## src/rtl/core/hpq_pkg.sv

```systemverilog
// ----------------------------------------------------------------------------
// hpq_pkg
// shared constants, codes and link types of the heap queue and its level cells
// ----------------------------------------------------------------------------
package hpq_pkg;

    localparam int CAPACITY  = 1024;
    localparam int KEY_W     = 32;
    localparam int OUT_CNT_W = 11;
    localparam int CNT_W     = $clog2(CAPACITY + 1);
    localparam int LEVELS    = CNT_W;
    localparam int NCELL     = LEVELS - 1;
    localparam int IDX_W     = LEVELS - 1;
    localparam int ROW_W     = (IDX_W > 1) ? IDX_W - 1 : 1;
    localparam int LVL_W     = $clog2(LEVELS);

    localparam logic OPC_INSERT = 1'b0;
    localparam logic OPC_DELETE = 1'b1;

    localparam logic [1:0] STAT_OK    = 2'd0;
    localparam logic [1:0] STAT_FULL  = 2'd1;
    localparam logic [1:0] STAT_EMPTY = 2'd2;

    typedef enum logic [1:0] {
        OP_INS,
        OP_FETCH,
        OP_SIFT
    } hpq_op_t;

    typedef enum logic [1:0] {
        ST_IDLE,
        ST_FETCH,
        ST_WAIT,
        ST_DONE
    } hpq_state_t;

    // token travelling down the chain
    typedef struct packed {
        logic             valid;
        hpq_op_t          op;
        logic [KEY_W-1:0] key;
        logic [IDX_W-1:0] idx;
        logic [CNT_W-1:0] node;
        logic [LVL_W-1:0] rem;
    } hpq_tok_t;

    // write of a key into the level above
    typedef struct packed {
        logic             valid;
        logic [IDX_W-1:0] idx;
        logic [KEY_W-1:0] key;
    } hpq_wb_t;

    // completion and fetch return toward the controller
    typedef struct packed {
        logic             done;
        logic             fetch;
        logic [KEY_W-1:0] key;
    } hpq_ret_t;

    typedef struct packed {
        logic             rd_en;
        logic [ROW_W-1:0] rd_row;
        logic [1:0]       wr_en;
        logic [ROW_W-1:0] wr_row;
        logic [KEY_W-1:0] wr_key;
    } hpq_req_t;

    function automatic logic [LVL_W-1:0] msb_pos(input logic [CNT_W-1:0] v);
        logic [LVL_W-1:0] pos;
        pos = '0;
        for (int i = 0; i < CNT_W; i++) begin
            if (v[i]) begin
                pos = LVL_W'(i);
            end
        end
        return pos;
    endfunction

endpackage

```

## src/rtl/core/hpq_cell.sv

```systemverilog
// ----------------------------------------------------------------------------
// hpq_cell
// one heap level: holds sibling pairs of its level, passes insert, fetch and sift tokens down a step
// ----------------------------------------------------------------------------
module hpq_cell (
    input  logic                           aclk,
    input  logic                           aresetn,
    input  logic [hpq_pkg::CNT_W-1:0]      cnt,
    input  hpq_pkg::hpq_tok_t              tok_in,
    output hpq_pkg::hpq_tok_t              tok_out,
    input  hpq_pkg::hpq_wb_t               wb_in,
    output hpq_pkg::hpq_wb_t               wb_out,
    output hpq_pkg::hpq_ret_t              ret,
    output hpq_pkg::hpq_req_t              mem_req,
    input  logic [2*hpq_pkg::KEY_W-1:0]    rd_data
);
    import hpq_pkg::*;

    hpq_tok_t         st_reg, st_next;
    hpq_tok_t         tok_reg, tok_next;
    hpq_wb_t          wb_reg, wb_next;
    hpq_ret_t         ret_reg, ret_next;
    logic             in_bit, st_bit;
    logic [KEY_W-1:0] left_key, right_key, st_key, pick_key;
    logic             right_ok, pick_r;
    logic [CNT_W:0]   child_n;
    logic [CNT_W+1:0] grand_n;

    assign left_key  = rd_data[KEY_W-1:0];
    assign right_key = rd_data[2*KEY_W-1:KEY_W];
    assign in_bit    = tok_in.node[tok_in.rem];
    assign st_bit    = st_reg.node[st_reg.rem];
    assign st_key    = st_bit ? right_key : left_key;
    assign right_ok  = ({st_reg.node, 1'b1} <= {1'b0, cnt});
    assign pick_r    = right_ok && (left_key < right_key);
    assign pick_key  = pick_r ? right_key : left_key;
    assign child_n   = {st_reg.node, pick_r};
    assign grand_n   = {child_n, 1'b0};

    always_comb begin
        st_next  = '0;
        tok_next = '0;
        wb_next  = '0;
        ret_next = '0;
        mem_req  = '0;

        // key moving up from the level below
        if (wb_in.valid) begin
            mem_req.wr_en  = {wb_in.idx[0], ~wb_in.idx[0]};
            mem_req.wr_row = ROW_W'(wb_in.idx >> 1);
            mem_req.wr_key = wb_in.key;
        end

        if (tok_in.valid) begin
            unique case (tok_in.op)
                OP_INS: begin
                    if (tok_in.rem == '0) begin
                        mem_req.wr_en  = {in_bit, ~in_bit};
                        mem_req.wr_row = ROW_W'(tok_in.idx);
                        mem_req.wr_key = tok_in.key;
                        ret_next.done  = 1'b1;
                    end else begin
                        mem_req.rd_en  = 1'b1;
                        mem_req.rd_row = ROW_W'(tok_in.idx);
                        st_next        = tok_in;
                    end
                end
                OP_FETCH: begin
                    if (tok_in.rem == '0) begin
                        mem_req.rd_en  = 1'b1;
                        mem_req.rd_row = ROW_W'(tok_in.idx);
                        st_next        = tok_in;
                    end else begin
                        tok_next     = tok_in;
                        tok_next.idx = IDX_W'({tok_in.idx, in_bit});
                        tok_next.rem = tok_in.rem - 1'b1;
                    end
                end
                OP_SIFT: begin
                    mem_req.rd_en  = 1'b1;
                    mem_req.rd_row = ROW_W'(tok_in.idx);
                    st_next        = tok_in;
                end
                default: ;
            endcase
        end

        if (st_reg.valid) begin
            unique case (st_reg.op)
                OP_INS: begin
                    tok_next     = st_reg;
                    tok_next.idx = IDX_W'({st_reg.idx, st_bit});
                    tok_next.rem = st_reg.rem - 1'b1;
                    if (st_key < st_reg.key) begin
                        mem_req.wr_en  = {st_bit, ~st_bit};
                        mem_req.wr_row = ROW_W'(st_reg.idx);
                        mem_req.wr_key = st_reg.key;
                        tok_next.key   = st_key;
                    end
                end
                OP_FETCH: begin
                    ret_next.fetch = 1'b1;
                    ret_next.key   = st_key;
                end
                OP_SIFT: begin
                    wb_next.valid = 1'b1;
                    wb_next.idx   = st_reg.idx;
                    if (st_reg.key < pick_key) begin
                        wb_next.key = pick_key;
                        if (grand_n <= {2'b00, cnt}) begin
                            tok_next      = st_reg;
                            tok_next.idx  = IDX_W'({st_reg.idx, pick_r});
                            tok_next.node = child_n[CNT_W-1:0];
                        end else begin
                            mem_req.wr_en  = {pick_r, ~pick_r};
                            mem_req.wr_row = ROW_W'(st_reg.idx);
                            mem_req.wr_key = st_reg.key;
                            ret_next.done  = 1'b1;
                        end
                    end else begin
                        wb_next.key   = st_reg.key;
                        ret_next.done = 1'b1;
                    end
                end
                default: ;
            endcase
        end
    end

    always_ff @(posedge aclk) begin
        if (!aresetn) begin
            st_reg  <= '0;
            tok_reg <= '0;
            wb_reg  <= '0;
            ret_reg <= '0;
        end else begin
            st_reg  <= st_next;
            tok_reg <= tok_next;
            wb_reg  <= wb_next;
            ret_reg <= ret_next;
        end
    end

    assign tok_out = tok_reg;
    assign wb_out  = wb_reg;
    assign ret     = ret_reg;

endmodule
```

## config.mk

```make
export PLATFORM = sky130hd
export DESIGN_NAME = hpq_cell
export DESIGN_NICKNAME = d
export VERILOG_FILES = /design/src/rtl/core/hpq_pkg.sv /design/src/rtl/core/hpq_cell.sv
export SDC_FILE = /design/constraint.sdc
export NUM_CORES = 1
export LEC_CHECK = 0
export ABC_CLOCK_PERIOD_IN_PS = 6000
export BUFFER_PORTS_ARGS = -buffer_cell sky130_fd_sc_hd__buf_2
export CORE_ASPECT_RATIO = 1.5
export CORE_MARGIN = 2
export CORE_UTILIZATION = 48
export DETAILED_ROUTE_END_ITERATION = 7
export PLACE_DENSITY = 0.76
export SETUP_SLACK_MARGIN = 0.4
export SYNTH_ARGS = -nofsm -noshare
export SYNTH_HDL_FRONTEND = slang
export SYNTH_SLANG_ARGS = --single-unit
```

## constraint.sdc

```tcl
create_clock -name aclk -period 6 [get_ports aclk]
set_input_delay 0 -clock aclk [delete_from_list [all_inputs] [get_ports aclk]]
set_output_delay 0 -clock aclk [all_outputs]
set_load 0.005 [all_outputs]
```

# After elaboration in Yosys (flattened, before gate mapping)
# Index checks and enable logic that the tools add are counted.
[classes] addsub=2 order_cmp=7 eq_ne=4 muxes=39 n_bitwise=4 reduce_logical=8
[ops] op="$mux 60" count=8
[ops] op="$mux 43" count=8
[ops] op="$pmux 60 s3" count=1
[ops] op="$mux 32" count=4
[ops] op="$pmux 60 s2" count=1
[ops] op="$lt 32x32->1" count=3
[ops] op="$pmux 43 s2" count=1
[ops] op="$mux 53" count=1
[ops] op="$mux 34" count=1
[ops] op="$mux 33" count=1
[ops] op="$pmux 10 s3" count=1
[ops] op="$mux 10" count=2
[ops] op="$le 13x11->1" count=1
[ops] op="$le 12x11->1" count=1
[ops] op="$lt 4x5->1 const B" count=2
[ops] op="$bmux 1 s4" count=2
[ops] op="$mux 1" count=8
[ops] op="$sub 4x1->4 const B" count=2
[ops] op="$reduce_and 3->1" count=2
[ops] op="$eq 2x1->1 const B" count=2
[ops] op="$eq 2x2->1 const B" count=2
[ops] op="$logic_not 2->1" count=2
[ops] op="$logic_not 4->1" count=1
[ops] op="$not 1->1" count=4
[ops] op="other kinds (2)" count=3
[word_totals] ff_bits=197 in_bits=180 out_inout_bits=190

# Depth between registers and ports, before layout
[depth] word_depth=10 depth_mapped=24

# Least setup slack after synthesis
# No wires, ideal clock.
[synth_path] kind="flip-flop to flip-flop" startpoint="register st_reg, in the netlist child_n[9]" endpoint="register tok_reg, in the netlist tok_out[27]" setup_ns=0.122 arrival_ns=4.454 required_time_ns=5.878 setup_slack_ns=1.424 stages_incl_launch_ff=24 cell_sequence="dfxtp_1 > ha_1 > a21o_1 > a211o_1 > a211oi_2 > a211oi_1 > a311o_1 > buf_2 > clkbuf_1 > clkbuf_1 > nor2_1 > a21oi_1 > ha_1 > nand3_1 > nor4_1 > nand2_1 > o31ai_1 > nor2_1 > mux2_4 > buf_6 > nand2_4 > o21ai_2 > buf_2 > a221o_1"
[synth_between] elab_chain_len=7 elab_cells_between_ends=14
[synth_rtl] item="start: declaration" line_no="hpq_cell.sv:19" source="hpq_tok_t st_reg, st_next;"
[synth_rtl] item="start signal: assignment" line_no="hpq_cell.sv:137" source="st_reg <= st_next;"
[synth_rtl] item="$le 12x11->1 or $bmux 1 s4 (tied branches)" line_no="hpq_cell.sv:34, hpq_cell.sv:32"
[synth_rtl] item="$logic_and 1x1->1 or $mux 1 (tied branches)" line_no="hpq_cell.sv:35, hpq_cell.sv:32"
[synth_rtl] item="$mux 32, or another cell as far along" line_no="hpq_cell.sv:36" source="assign pick_key = pick_r ? right_key : left_key;"
[synth_rtl] item="$lt 32x32->1, or another cell as far along" line_no="hpq_cell.sv:108" source="if (st_reg.key < pick_key) begin"
[synth_rtl] item="$mux 60 or $mux 32 (tied branches)" line_no="hpq_cell.sv:108, hpq_cell.sv:94"
[synth_rtl] item="$pmux 60 s2 (*)" line_no="hpq_cell.sv:89" source="unique case (st_reg.op)"
[synth_rtl] item="$mux 60 (*)" line_no="hpq_cell.sv:88" source="if (st_reg.valid) begin"
[synth_rtl] item="end signal: assignment" line_no="hpq_cell.sv:138" source="tok_reg <= tok_next;"
[synth_rtl] item="end: declaration" line_no="hpq_cell.sv:20" source="hpq_tok_t tok_reg, tok_next;"
# Mark *: on every way between the ends. The rest lies on a longest branch, timed or not. The select of a mux whose other input is x is not followed.
# A chain may end at the register's enable or synchronous reset.

==> results by group <==
GRT
  • GRT Total Usage: 34.8%
  • Largest net degree at the start of global routing: 79
  • Global-route wire length before repair: 70,200 µm
  • Vias in the first global route: 13.0k
  • Initial antenna violation count: 3
  • Total grt overflow: 0

Setup path
  • Crit Path Class: flop to output port
  • FF-to-FF path depth: 19
  • CP cell instances: ha_1, nand2_1, o21bai_1, a21o_1, a211oi_2, a311o_1, nor2_1, a21oi_1, ha_1, nand4_1, nor2_1, o311ai_0, o211ai_1, nor4_2, o21ai_4, buf_12, mux2_1, buf_2
  • CP peak stage delay: 0.69 ns
  • Crit end category: output port
  • Flop-to-flop setup slack: 0.58 ns
  • Reg-to-Reg End: tok_out[31]
  • CP max FO: 29
  • Data required time of the worst path: 6.00 ns
  • Crit path max-delay family: compound AO/OA/AOI/OAI gates
  • Crit-path slowest cell: a311o_1
  • CP arrival: 5.47 ns
  • Startpoint Class: flop
  • Buf/Inv on CP: 2
  • Worst flop-to-flop path startpoint: child_n[4]

Hold path
  • HP Start: rd_data[6]
  • WHS Path Cells: 3
  • Hold EP: wb_out[6]
  • Hold crit path type: primary input to flop

Cells and area
  • Max reg flops: 60
  • Layout cells sized above 1: 25.2%
  • Register area: 3940 µm²
  • Layout filler cell count: 2,060
  • Layout area overhead: 36.0%
  • Final layout net count: 2,179
  • Area of the multi-input gates: ~7200 µm²
  • Final Core Density: between 60% and 70%

Run
  • Max-cap violations: 0

Logic synthesis
  • Register area share after synthesis: between 30 and 40%
  • Distinct cell type count after synthesis: 67
  • Gate Count Post-Synth: ~1.4k
  • Top post-synthesis cells by area: dfxtp_1 (33%), ha_1 (12%), mux2i_1 (6.3%), nor2_1 (4.9%), a21oi_1 (4.3%)
  • Synthesized area: 11,800 µm²
  • #FFs+latches synth: 197
  • Number of enable flip-flop cells after synthesis: 0
  • Yosys top cell area share: 33.3%
  • Async SR Flop Fraction: 0%
  • Syn Nets: 1,700
  • Post-synth top flop: dfxtp_1
  • Syn avg cell area: between 8 and 9 µm²
  • Synth area leader: dfxtp_1
  • Yosys warns: 0

Timing
  • F_max: 183 MHz
  • # setup viols final: 0
  • Relative slew slack: 25.3%
  • Setup tns final: 0 ns
  • Worst Max-Slew Pin Slew: 1.11 ns
  • RSZ-0062 raised after global routing: false
  • Period utilisation layout: between 90% and 100%
  • Final hold vios: 0
  • Worst clock skew: 0.0150 ns
  • Final slew viol count: 0
  • Fin crit period: 5.47 ns

Placed design
  • Port bufs: 369
  • Gpl congestion: 0.973
  • Dpl hpwl: 32,600 µm

CTS
  • Clk buf depth: 2
  • CTS tree: done
  • CTS Buf Count: 17
  • Number of H-tree levels: 4
  • Worst skew pair latency: about 0.46 ns
  • Clk root buf: clkbuf_16
  • Worst-path clk slew: 0.08 ns
  • CTS sink cnt: slightly below 200

Outcome
  • Status: completed

Routing
  • DR vias: 13.1k
  • Post-route ant nets: 0
  • Pre-Repair DR Iteration Count: 8
  • Initial drt markers: 1,111
  • WL final: about 47,000 µm
  • Vias per Instance: approximately 5.9
  • DRC: 0
  • Routed WL per cell: between 20 and 25 µm

Floorplan
  • Die Wd: 132 µm
  • Placeable Area: 24,300 µm²
  • Die Y: around 200 µm
  • Cell row count: 70
  • Starting density of the core: 48.6%
  • Ports: 370
  • Full die area: 26,000 µm²

Pwr
  • Leakage Power: between 0.008 and 0.009 µW
  • Worst VDD drop: 0.199 mV
  • Pwr per Cell Area: 211 nW/µm²
==> metrics by stage <==
stage          instances  setup slack, ns  power, µW  hold slack [ns]  instance area, µm²
6_report            2220            0.530       3400           0.0146               16100
3_5_place_dp        2047            0.417       2100            0.206               14000
5_1_grt             2219            0.418       3530           0.0157               16100
2_1_floorplan       1405             1.42       1830           0.0767               11800
3_3_place_gp        2047            0.554       2080            0.206               14000
4_1_cts             2214            0.442       3360        0.0000904               16000
==> cell usage after synthesis, drive strengths merged, types with 11 or more instances <==
master,instances
a211oi,43
a21oi,104
a221o,23
a22oi,15
a31oi,13
and2,78
and3,53
and4,11
buf,28
clkbuf,56
dfxtp,197
ha,115
inv,105
mux2,21
mux2i,75
nand2,75
nand3,31
nand4,21
nor2,154
nor3,21
nor4,24
o21ai,43
o22ai,14
==> cell usage in the layout, fill, tap and decap left out, types with 23 or more instances in the layout <==
master	n
and3_1	52
buf_4	32
dfxtp_1	197
dlygate4sd3_1	132
nand2_1	73
inv_1	105
nand3_1	31
and2_1	78
buf_2	369
nor2_1	154
ha_1	115
mux2i_1	75
a21oi_1	101
a221o_1	23
o21ai_0	39
a211oi_1	41
==> per-layer routing <==
| metal | global-route usage [%] | vias to the layer above | routed length [µm] |
|---|---|---|---|
| met3 | 5.63 | 210 | 3150 |
| met2 | 62.4 | 718 | 23600 |
| li1 | - | 5993 | - |
| met1 | 37.6 | 6144 | 17100 |
| met5 | 0 | - | 15 |
| met4 | 22.9 | 2 | 3020 |
==> worst max-delay path by stage <==
| stage | startpoint | slack (ns) | to | depth (start not counted) |
|---|---|---|---|---|
| floorplan | child_n[9] | 1.42 | tok_out[27] | 23 |
| global placement | child_n[4] | 0.55 | tok_out[45] | 18 |
| detailed placement | rd_data[62] | 0.42 | tok_out[40] | 20 |
| CTS | child_n[9] | 0.44 | mem_req[39] | 19 |
| global route | child_n[4] | 0.42 | tok_out[31] | 19 |
| finish | child_n[4] | 0.53 | mem_req[39] | 18 |
==> what timing repair did <==
item                                    CTS  global route
pin swaps                                 1             3
endpoints found under the setup margin   35            75
gates resized for setup                   3            14
hold buffers                            132             0
gates cloned                              2             2
endpoints found under the hold margin   156             0
buffers inserted                          4             2
==> where the power goes <==
group	total [µW]	switching (µW)	internal, µW
Clock	1190	537	653
Combinational	860	482	378
Sequential	1350	20.0	1330
==> cells by family (layout without fill, tap and decap cells) <==
logic type | after synthesis | in the layout | share of synthesized area, %
other cells | 0 | 2 | 0
flops | 197 | 197 | 33.3
xor+xnor | 5 | 5 | 0.370
simple gates | 493 | 493 | 21.2
fa+ha+maj | 115 | 115 | 12.2
buf+inv | 190 | 675 | 6.76
mux | 99 | 99 | 8.94
compound gates | 306 | 310 | 17.2
==> worst min-delay path, stage by stage <==
cell and delay, ns:
buf_2 0.12, a21oi_1 0.10, a211oi_1 0.20
==> area by class of cell <==
cell class / count / area share (%)
Clock inverter: 11 / 0.948
Multi-Input combinational cell: 1022 / 44.9
Tap cell: 324 / 2.52
Sequential cell: 197 / 24.5
Antenna cell: 2 / 0.0311
Clock buffer: 18 / 2.67
Inverter: 106 / 2.47
Timing Repair Buffer: 540 / 22.0
Note: power is estimated with default switching activity, not from simulation.
