## src/rtl/core/hpq_ram.sv

```systemverilog
// ----------------------------------------------------------------------------
// hpq_ram
// simple dual-port ram with per-lane write enables and registered read
// ----------------------------------------------------------------------------
module hpq_ram #(
    parameter  int DEPTH  = 2,
    parameter  int LANE_W = 32,
    parameter  int LANES  = 2,
    localparam int AW     = (DEPTH > 1) ? $clog2(DEPTH) : 1
) (
    input  logic                    clk,
    input  logic [LANES-1:0]        wr_en,
    input  logic [AW-1:0]           wr_addr,
    input  logic [LANES*LANE_W-1:0] wr_data,
    input  logic                    rd_en,
    input  logic [AW-1:0]           rd_addr,
    output logic [LANES*LANE_W-1:0] rd_data
);

    logic [LANES*LANE_W-1:0] mem [DEPTH];

    always_ff @(posedge clk) begin
        for (int i = 0; i < LANES; i++) begin
            if (wr_en[i]) begin
                mem[wr_addr][i*LANE_W +: LANE_W] <= wr_data[i*LANE_W +: LANE_W];
            end
        end
    end

    always_ff @(posedge clk) begin
        if (rd_en) begin
            rd_data <= mem[rd_addr];
        end
    end

endmodule

```

## config.mk

```make
export PLATFORM = sky130hd
export DESIGN_NAME = hpq_ram
export DESIGN_NICKNAME = d
export VERILOG_FILES = /design/src/rtl/core/hpq_ram.sv
export SDC_FILE = /design/constraint.sdc
export NUM_CORES = 1
export LEC_CHECK = 0
export BUFFER_PORTS_ARGS = -buffer_cell sky130_fd_sc_hd__buf_2
export CORE_UTILIZATION = 51
export CTS_CLUSTER_SIZE = 28
export DETAILED_ROUTE_END_ITERATION = 6
export PLACE_DENSITY_LB_ADDON = 0.08
export SYNTH_ARGS = -nofsm -noshare
export SYNTH_HDL_FRONTEND = slang
export SYNTH_SLANG_ARGS = --single-unit
export TNS_END_PERCENT = 10
```

## constraint.sdc

```tcl
create_clock -name clk -period 4.45 [get_ports clk]
set_input_delay 0.6675 -clock clk [delete_from_list [all_inputs] [get_ports clk]]
set_output_delay 0.6675 -clock clk [all_outputs]
set_load 0.02 [all_outputs]
```

# Word-level counts from Yosys, hierarchy flattened
# Memories as Yosys holds them, arrays and structs flattened. A register that Yosys moved wholly into a read port is not among the register bits.
# Cells that the tools add are included.
# W data, S select, Z words.
[word_totals] regBits=0 latch_bits=0 ram_bits=128 rom_bits=0 inputBits=70 output_inout_bits=64 elab_cells=5 mem_count=1
[memory_table] memory="mem" depth=2 width=64 rd=1 rd_clocked_by_memory_dff=1 wr=1 line="20" text="logic [LANES*LANE_W-1:0] mem [DEPTH];"
[op_classes] addsub=0 n_mul=0 div_mod_pow=0 order_cmp=0 eq_ne=0 shifts=0 n_mux=4 bitwise_logic=0 n_reduce_logical=0
[op_table] operator="$mux W1" count=4

# Depth between registers and ports, before layout
# Gate-level depths: netlist of the first run.
[depth] word_depth=2 depth_mapped=3

# Worst setup path after synthesis of the first run
# Ideal clock, no wire load.
[synth_timing] path_type="input -> register" start="input wr_addr" end="memory mem[0][0] (netlist bit) (enable)" setup_ps=425 t_arrival_ps=2120 setup_slack_ps=1905 stages=1 cell_sequence="nor2b_1"
[synth_rtl] item="start, declared" line="13" text="input logic [AW-1:0] wr_addr,"
[synth_rtl] item="end, declared" line="20"
# No word-level cell before the write port.

# Worst setup path in the final report of the first run
[layout_timing] start="input rd_addr" end="register rd_data[24], read port of mem (data pin)"
[layout_rtl] item="start, declared" line="16" text="input logic [AW-1:0] rd_addr,"
[layout_rtl] item="end, declared" line="17" text="output logic [LANES*LANE_W-1:0] rd_data"
# No word-level cell between the ends.

==> results of run 1 <==
worst max-delay path by stage:
stage	to	slack, ps	cells after the start
global placement	rd_data[27]	2030	3
detailed placement	rd_data[24]	1990	3
floorplan	mem[0][0]	1900	1
CTS	rd_data[24]	2440	3
global route	rd_data[16]	2390	3
finish	rd_data[24]	2450	3
layout by cell type, fill, tap and decap left out:
cell type / instances
and2_1: 1
and2_2: 1
buf_2: 131
buf_4: 4
bufinv_16: 4
clkbuf_1: 1
clkbuf_16: 17
clkinv_1: 4
clkinv_2: 1
clkinvlp_4: 4
edfxtp_1: 192
mux2_2: 4
mux2_4: 60
nor2b_4: 2
power by group through the flow:
stage / logic [W] / registers, W / clock network [W]
after global routing: 0.000298 / 0.00218 / 0.00163
after floorplan: 0.000125 / 0.00226 / 0
final: 0.000279 / 0.00217 / 0.00153
after global placement: 0.000278 / 0.00220 / 0
after detailed placement: 0.000285 / 0.00221 / 0
after CTS: 0.000285 / 0.00217 / 0.00156
metrics by stage:
stage                     setup slack (ps)  instances
after CTS                             2440        602
after floorplan                       1900        267
after detailed placement              1990        571
final                                 2450        602
after global placement                2030        571
after global routing                  2390        602
layout make-up:
| class | count | area (um^2) | share of cell area [%] |
|---|---|---|---|
| sequential | 192 | 5770 | 69.8 |
| multi-input combinational | 68 | 987 | 12.0 |
| timing repair buffer | 135 | 686 | 8.30 |
| clock buffer | 18 | 429 | 5.20 |
| tap | 176 | 220 | 2.67 |
| clock inverter | 13 | 170 | 2.06 |
routing by layer:
layer	global-route usage, %	up-vias
met3	5.18	12
li1	-	1363
met5	0	-
met1	17.7	1415
met4	7.69	0
met2	26.8	89
flip-flops by register name, summed over array words and instances, names as in the netlist:
name and count:
rd_data 64, mem 128
cell families (layout without fill, tap and decap cells):
group,after synthesis,in the layout,share of synthesized area (%)
simple gates,4,4,0.364
buf+inv,7,166,1.91
mux,64,64,13.8
flops,192,192,83.9
==> impl_metrics.json, run 1 <==
{
  "postCtsHoldBufs": 0,
  "power_switching_w": 0.000782,
  "first_iter_violations": 182,
  "swShare_pct": 19.7,
  "slew_viol_final": 0,
  "cts-resized-gates": 0,
  "synth_edf_count": 192,
  "synth-async-reset-ratio_pct": 0,
  "drc": 0,
  "r2r_cells": 1,
  "coreArea_um2": 13200,
  "clkTransAtPathRegs_ps": 70,
  "final_nets": 484,
  "worstPathCellList": "buf_4, buf_4, mux2_4",
  "vias": 2879,
  "hp-class": "in2reg",
  "cap_violations": 0,
  "final_area_um2": 8260,
  "drive_gt1_share_pct": 53.5,
  "fp-row-count": 42,
  "antenna_found_initial": 0,
  "fin_worst_skew_ps": 6.20,
  "hold_start": "wr_data[31]",
  "ant_nets": 0,
  "wl_met3_um": 526,
  "met1_length_um": 4070,
  "fillers": 934,
  "clkLatencyLatePin_ps": 420,
  "numCtsBuffers": 17,
  "grt_max_degree": 65,
  "clockPowerShare_pct": 38.4,
  "tightest_slew_ps": 998,
  "track_usage_pct": 15.7,
  "clock.fmax_mhz": 500,
  "min_to": "mem[1][31]",
  "clockRootBuffer": "clkbuf_16",
  "globalplace.congestion": 0.685,
  "post-route-util_pct": 62.6,
  "hold_slack_ps": 437,
  "via_per_inst": 4.78,
  "leakagePower_nw": 3.17,
  "n_antenna_cell": 0,
  "r2r_end": "rd_data[29]",
  "pwr-share-seq_pct": 54.5,
  "wl_um": 10200,
  "worstSetupEndpointType": "register",
  "syn_area_per_cell_um2": 25.7,
  "die_h_um": 118,
  "critPathKind": "in2reg",
  "synth_most_common_cell": "edfxtp_1",
  "crit_slowest_cell": "buf_4",
  "cts_buffer_depth": 2,
  "route.met2.wl_um": 5410,
  "io_buffers": 133,
  "ir_drop_uv": 236,
  "grt_overflow": 0,
  "crit_top_cell": "buf_4",
  "status": "completed",
  "grt_pass1_wl_um": 15700,
  "highest_layer": "met4",
  "critPathTopFamily": "buffers and inverters",
  "synth-warning-count": 0,
  "ys_ff_latch": 192,
  "critPathBufInv": 2,
  "power_w": 0.00398,
  "postPlaceCellArea_um2": 7660,
  "synth.top_cell.area_share_pct": 83.9,
  "ys_seq_area_share_pct": 83.9,
  "hold_depth": 1,
  "wl_per_cell_um": 16.9,
  "ioPinCount": 134,
  "syn_nets": 337,
  "rrSetupSlack_ps": 3550,
  "synth.largest_area_cell": "edfxtp_1",
  "drt-pass1-iter-count": 6,
  "finalHoldViolations": 0,
  "finalSetupViolations": 0,
  "setup_tns_ps": 0,
  "area_growth_pct": 20.2,
  "cp.required_ps": 4620,
  "setup.worst_path.start_class": "input pin",
  "synth_common_cells": "edfxtp_1, mux2_4, buf_12, mux2_2",
  "initial_core_util_pct": 52.1,
  "grt_pass1_vias": 2955,
  "htree_levels": 4,
  "synthFlopType": "edfxtp_1",
  "critPathArrivalTime_ps": 2170,
  "path_max_fanout": 52,
  "die_area_um2": 13900,
  "synthTopCellsByArea": "edfxtp_1, mux2_4, buf_12, mux2_2, and2_1",
  "fin_crit_ps": 2000,
  "p_per_area_nw_per_um2": 482,
  "synthesis.instances": 267,
  "min_period_over_period_pct": 44.9,
  "p_int_w": 0.00319,
  "syn_area_um2": 6870,
  "rsz0062_at_grt": "false",
  "power_frac_comb_pct": 7.0,
  "cp-startpoint": "rd_addr",
  "reg2reg_from": "mem[0][29]",
  "critical-path-max-stage-delay_ps": 710,
  "clock_sinks": 192,
  "synth.distinct_cells": 7,
  "relSlewSlack_pct": 33.3,
  "cts_setup_buffers": 0,
  "cts_tree": "built",
  "die_x_um": 118
}
No activity file was read; power rests on OpenSTA's default activity.
==> run 2, diff against run 1 <==
==> constraint.sdc (replaced) <==
create_clock -name clk -period 2 [get_ports clk]
set_input_delay 0.3 -clock clk [delete_from_list [all_inputs] [get_ports clk]]
set_output_delay 0.3 -clock clk [all_outputs]
set_load 0.02 [all_outputs]
==> run 2 against run 1 <==
  * Cell area rose by 0.70%
  * Die area did not move
  * Critical path type is now reg2out
  * Critical path depth fell by 2
  * Sequential power rose by 120%
  * Highest routed layer unchanged
  * Clock skew fell by 2.8 ps
  * Wire length fell by 1.2%
  * Core utilization rose by 0.44 points
==> impl_metrics.json, run 2 (synthesis results as in run 1) <==
{
  "status": "completed",
  "track_usage_pct": 15.8,
  "final_area_um2": 8320,
  "critPathBufInv": 1,
  "wl_per_cell_um": 16.5,
  "critPathArrivalTime_ps": 990,
  "critical-path-max-stage-delay_ps": 390,
  "cap_violations": 0,
  "final_nets": 491,
  "grt_pass1_vias": 3005,
  "initial_core_util_pct": 52.1,
  "fp-row-count": 42,
  "grt_overflow": 0,
  "wl_um": 10100,
  "slew_viol_final": 0,
  "power_frac_comb_pct": 7.5,
  "relSlewSlack_pct": 69.0,
  "register_area_um2": 5770,
  "fillers": 948,
  "drc": 0,
  "setup_ws_ps": 707,
  "clkTransAtPathRegs_ps": 60,
  "die_area_um2": 13900,
  "first_iter_violations": 154,
  "cts-resized-gates": 0,
  "postCtsHoldBufs": 0,
  "largest_reg_flops": 128,
  "ioPinCount": 134,
  "critPathKind": "reg2out",
  "area_growth_pct": 21.1,
  "via_per_inst": 4.83,
  "final_cell_mix": "edfxtp_1, buf_2, mux2_4",
  "drive_gt1_share_pct": 54.1,
  "p_per_area_nw_per_um2": 1030,
  "setup_tns_ps": 0,
  "fin_crit_ps": 1290,
  "finalSetupViolations": 0,
  "grt_pass1_wl_um": 15500,
  "n_antenna_cell": 0,
  "cp.required_ps": 1700,
  "die_h_um": 118,
  "numCtsBuffers": 17,
  "pwr-share-seq_pct": 56.1,
  "hp-class": "in2reg",
  "clock_sinks": 192,
  "cts_tree": "built",
  "top_register": "mem",
  "multiInputGateArea_um2": 988,
  "die_x_um": 118,
  "min_period_over_period_pct": 64.6,
  "globalplace.congestion": 0.708,
  "rsz0062_at_grt": "false",
  "reg_top3": "mem x128, rd_data x64",
  "ir_drop_uv": 605,
  "worstPathCellList": "buf_2",
  "grt_max_degree": 65,
  "path_max_fanout": 1,
  "cts_buffer_depth": 2,
  "coreArea_um2": 13200,
  "fin_worst_skew_ps": 3.39,
  "postPlaceCellArea_um2": 7760,
  "clock.fmax_mhz": 774,
  "antenna_found_initial": 0,
  "ant_nets": 0,
  "p_int_w": 0.00687,
  "clockRootBuffer": "clkbuf_16",
  "cts_setup_buffers": 0,
  "layout_commonest_cell": "edfxtp_1",
  "place_hpwl_um": 6090,
  "setup.worst_path.start_class": "register",
  "clockPowerShare_pct": 36.5,
  "worstSetupEndpointType": "output pin",
  "htree_levels": 4,
  "crit_slowest_cell": "edfxtp_1",
  "critPathTopFamily": "flip-flops",
  "swShare_pct": 20.2,
  "finalHoldViolations": 0,
  "io_buffers": 133,
  "tightest_slew_ps": 465,
  "leakagePower_nw": 3.20,
  "clkLatencyLatePin_ps": 420,
  "preCtsSetupSlack_ps": 526,
  "vias": 2947,
  "drt-pass1-iter-count": 4,
  "power_switching_w": 0.00174
}
==> run 2: cell count changes in the layout (fill, tap and decap cells not counted), sizes merged <==
cell | previous run | this run
clkinv | 5 | 9
bufinv | 4 | 2
clkinvlp | 4 | 3
buf | 135 | 142
==> run 2: final timing paths <==
| kind | cells after the start | slack, ps | endpoint | startpoint |
|---|---|---|---|---|
| max | 1 | 710 | rd_data[33] | rd_data[33] |
| min | 1 | 60 | mem[1][26] | wr_data[26] |
| max reg2reg | 1 | 1100 | rd_data[60] | mem[0][60] |
| min reg2reg | 1 | 550 | rd_data[42] | mem[0][42] |
==> run 2: final cells by class <==
class	count	area share (%)
Clock buffer	18	5.16
Timing Repair Buffer	142	9.48
Tap cell	176	2.65
Multi-Input combinational cell	68	11.9
Clock inverter	14	1.49
Sequential cell	192	69.3
==> run 2: metal layers <==
layer  routed length [um]  part of all wire (%)  GRT usage [%]
met1                 4060                    40           17.6
met4                  229                   2.3           8.65
met5                    0                     0              0
met2                 5180                    51           26.2
met3                  589                   5.9           5.77
==> run 2: through the flow <==
step                      std cells  hold WS [ps]  power [W]  util, %
after CTS                       610          42.3    0.00870     63.0
after floorplan                 267           399    0.00531        -
final                           610          62.5    0.00860     63.0
after global placement          578           487    0.00554     58.9
after detailed placement        578           491    0.00557     58.9
after global routing            610          39.6    0.00890     63.0
==> run 2: power by group through the flow <==
stage          registers (W)  clock network [W]  logic, W
3_5_place_dp         0.00491                  0  0.000652
2_1_floorplan        0.00503                  0  0.000278
6_report             0.00482            0.00314  0.000642
3_3_place_gp         0.00490                  0  0.000640
4_1_cts              0.00483            0.00321  0.000654
5_1_grt              0.00485            0.00337  0.000689
==> run 3, diff against run 2 <==
==> constraint.sdc (replaced) <==
create_clock -name clk -period 1.3 [get_ports clk]
set_input_delay 0.195 -clock clk [delete_from_list [all_inputs] [get_ports clk]]
set_output_delay 0.195 -clock clk [all_outputs]
set_load 0.02 [all_outputs]
==> run 3 against run 2 <==
  * Register-to-register slack lost 700 ps
  * Clock skew grew 4.9 ps
  * Wire length grew 6.2%
  * Sequential power grew 54%
  * Power grew 58%
==> impl_metrics.json, run 3 (synthesis results as in run 1) <==
{
  "status": "completed",
  "initial_core_util_pct": 52.1,
  "power_switching_w": 0.00280,
  "r2r_cells": 1,
  "layout_commonest_cell": "edfxtp_1",
  "n_antenna_cell": 0,
  "critPathTopFamily": "flip-flops",
  "postCtsHoldBufs": 64,
  "slew_viol_final": 0,
  "p_int_w": 0.0108,
  "final_cell_mix": "edfxtp_1, buf_2, dlygate4sd3_1",
  "power_w": 0.0136,
  "swShare_pct": 20.6,
  "grt_max_degree": 44,
  "worstSetupEndpointType": "output pin",
  "cts_tree": "built",
  "fp-row-count": 42,
  "clockPowerShare_pct": 36.7,
  "p_per_area_nw_per_um2": 1500,
  "drive_gt1_share_pct": 48.2,
  "cp.required_ps": 1110,
  "power_frac_comb_pct": 8.6,
  "coreArea_um2": 13200,
  "rsz0062_at_grt": "false",
  "cp-startpoint": "rd_data[36]",
  "leakagePower_nw": 3.50,
  "min_to": "rd_data[5]",
  "globalplace.congestion": 0.683,
  "preCtsSetupSlack_ps": 89.6,
  "cts-resized-gates": 0,
  "wl_um": 10700,
  "min_period_over_period_pct": 91.9,
  "wl_per_cell_um": 15.9,
  "relSlewSlack_pct": 81.3,
  "drc": 0,
  "vias": 3207,
  "ant_nets": 0,
  "setup_tns_ps": 0,
  "grt_pass1_wl_um": 16800,
  "worstPathCellList": "buf_2",
  "top_register": "mem",
  "hold_slack_ps": 287,
  "die_area_um2": 13900,
  "fin_crit_ps": 1190,
  "reg2reg_from": "mem[0][19]",
  "cap_violations": 0,
  "area_growth_pct": 31.2,
  "clkLatencyLatePin_ps": 420,
  "critical-path-max-stage-delay_ps": 400,
  "place_hpwl_um": 6310,
  "ir_drop_uv": 1020,
  "grt_overflow": 0,
  "via_per_inst": 4.76,
  "critPathArrivalTime_ps": 1000,
  "hp-class": "in2reg",
  "finalSetupViolations": 0,
  "die_x_um": 118,
  "rrSetupSlack_ps": 400,
  "antenna_found_initial": 0,
  "finalHoldViolations": 0,
  "cts_setup_buffers": 0,
  "setup_ws_ps": 105,
  "reg_top3": "mem x128, rd_data x64",
  "r2r_end": "rd_data[19]",
  "cts_buffer_depth": 2,
  "largest_reg_flops": 128,
  "die_h_um": 118,
  "clock.fmax_mhz": 837,
  "fin_worst_skew_ps": 8.33,
  "critPathKind": "reg2out",
  "critPathBufInv": 1,
  "ioPinCount": 134,
  "grt_pass1_vias": 3298,
  "path_max_fanout": 1,
  "final_nets": 555,
  "numCtsBuffers": 17,
  "clkTransAtPathRegs_ps": 70,
  "io_buffers": 133,
  "drt-pass1-iter-count": 4,
  "pwr-share-seq_pct": 54.7,
  "fillers": 882,
  "htree_levels": 4,
  "clockRootBuffer": "clkbuf_16",
  "hold_start": "rd_en",
  "setup.worst_path.start_class": "register",
  "first_iter_violations": 150,
  "post-route-util_pct": 68.3,
  "crit_slowest_cell": "edfxtp_1",
  "tightest_slew_ps": 280,
  "track_usage_pct": 16.7,
  "clock_sinks": 192,
  "hold_depth": 2
}
[run 3: worst max path at each step]
| stage | cells after the start | slack (ps) | end |
|---|---|---|---|
| after floorplan | 1 | -170 | mem[0][32] |
| after global placement | 3 | 110 | rd_data[10] |
| after detailed placement | 3 | 90 | rd_data[21] |
| after CTS | 1 | 80 | rd_data[36] |
| after global routing | 1 | 50 | rd_data[36] |
| final | 1 | 110 | rd_data[36] |
[run 3: layout make-up]
cell class                 count  area (um^2)  share of cell area (%)
clock buffer                  19          433                    4.80
multi-input combinational     68          988                    11.0
sequential                   192         5770                    64.0
clock inverter                13          140                    1.55
tap                          176          220                    2.44
timing repair buffer         206         1470                    16.3
[run 3: power groups by stage]
stage / combinational [W] / clock [W] / sequential, W
after global placement: 0.00100 / 0 / 0.00754
after detailed placement: 0.00102 / 0 / 0.00756
final: 0.00116 / 0.00497 / 0.00742
after floorplan: 0.000430 / 0 / 0.00773
after global routing: 0.00124 / 0.00530 / 0.00745
after CTS: 0.00118 / 0.00508 / 0.00743
[run 3: metrics by stage]
stage	cells	instance area, um^2
after global placement	578	7800
after detailed placement	578	7800
after floorplan	267	6880
after global routing	674	9010
final	674	9010
after CTS	674	9010
[run 3: metal layers]
layer / wire [um] / global-route usage [%] / vias to the layer above
li1: - / - / 1513
met1: 4410 / 19.4 / 1592
met2: 5560 / 27.9 / 86
met3: 494 / 5.23 / 16
met4: 221 / 8.65 / 0
met5: 0 / 0 / -
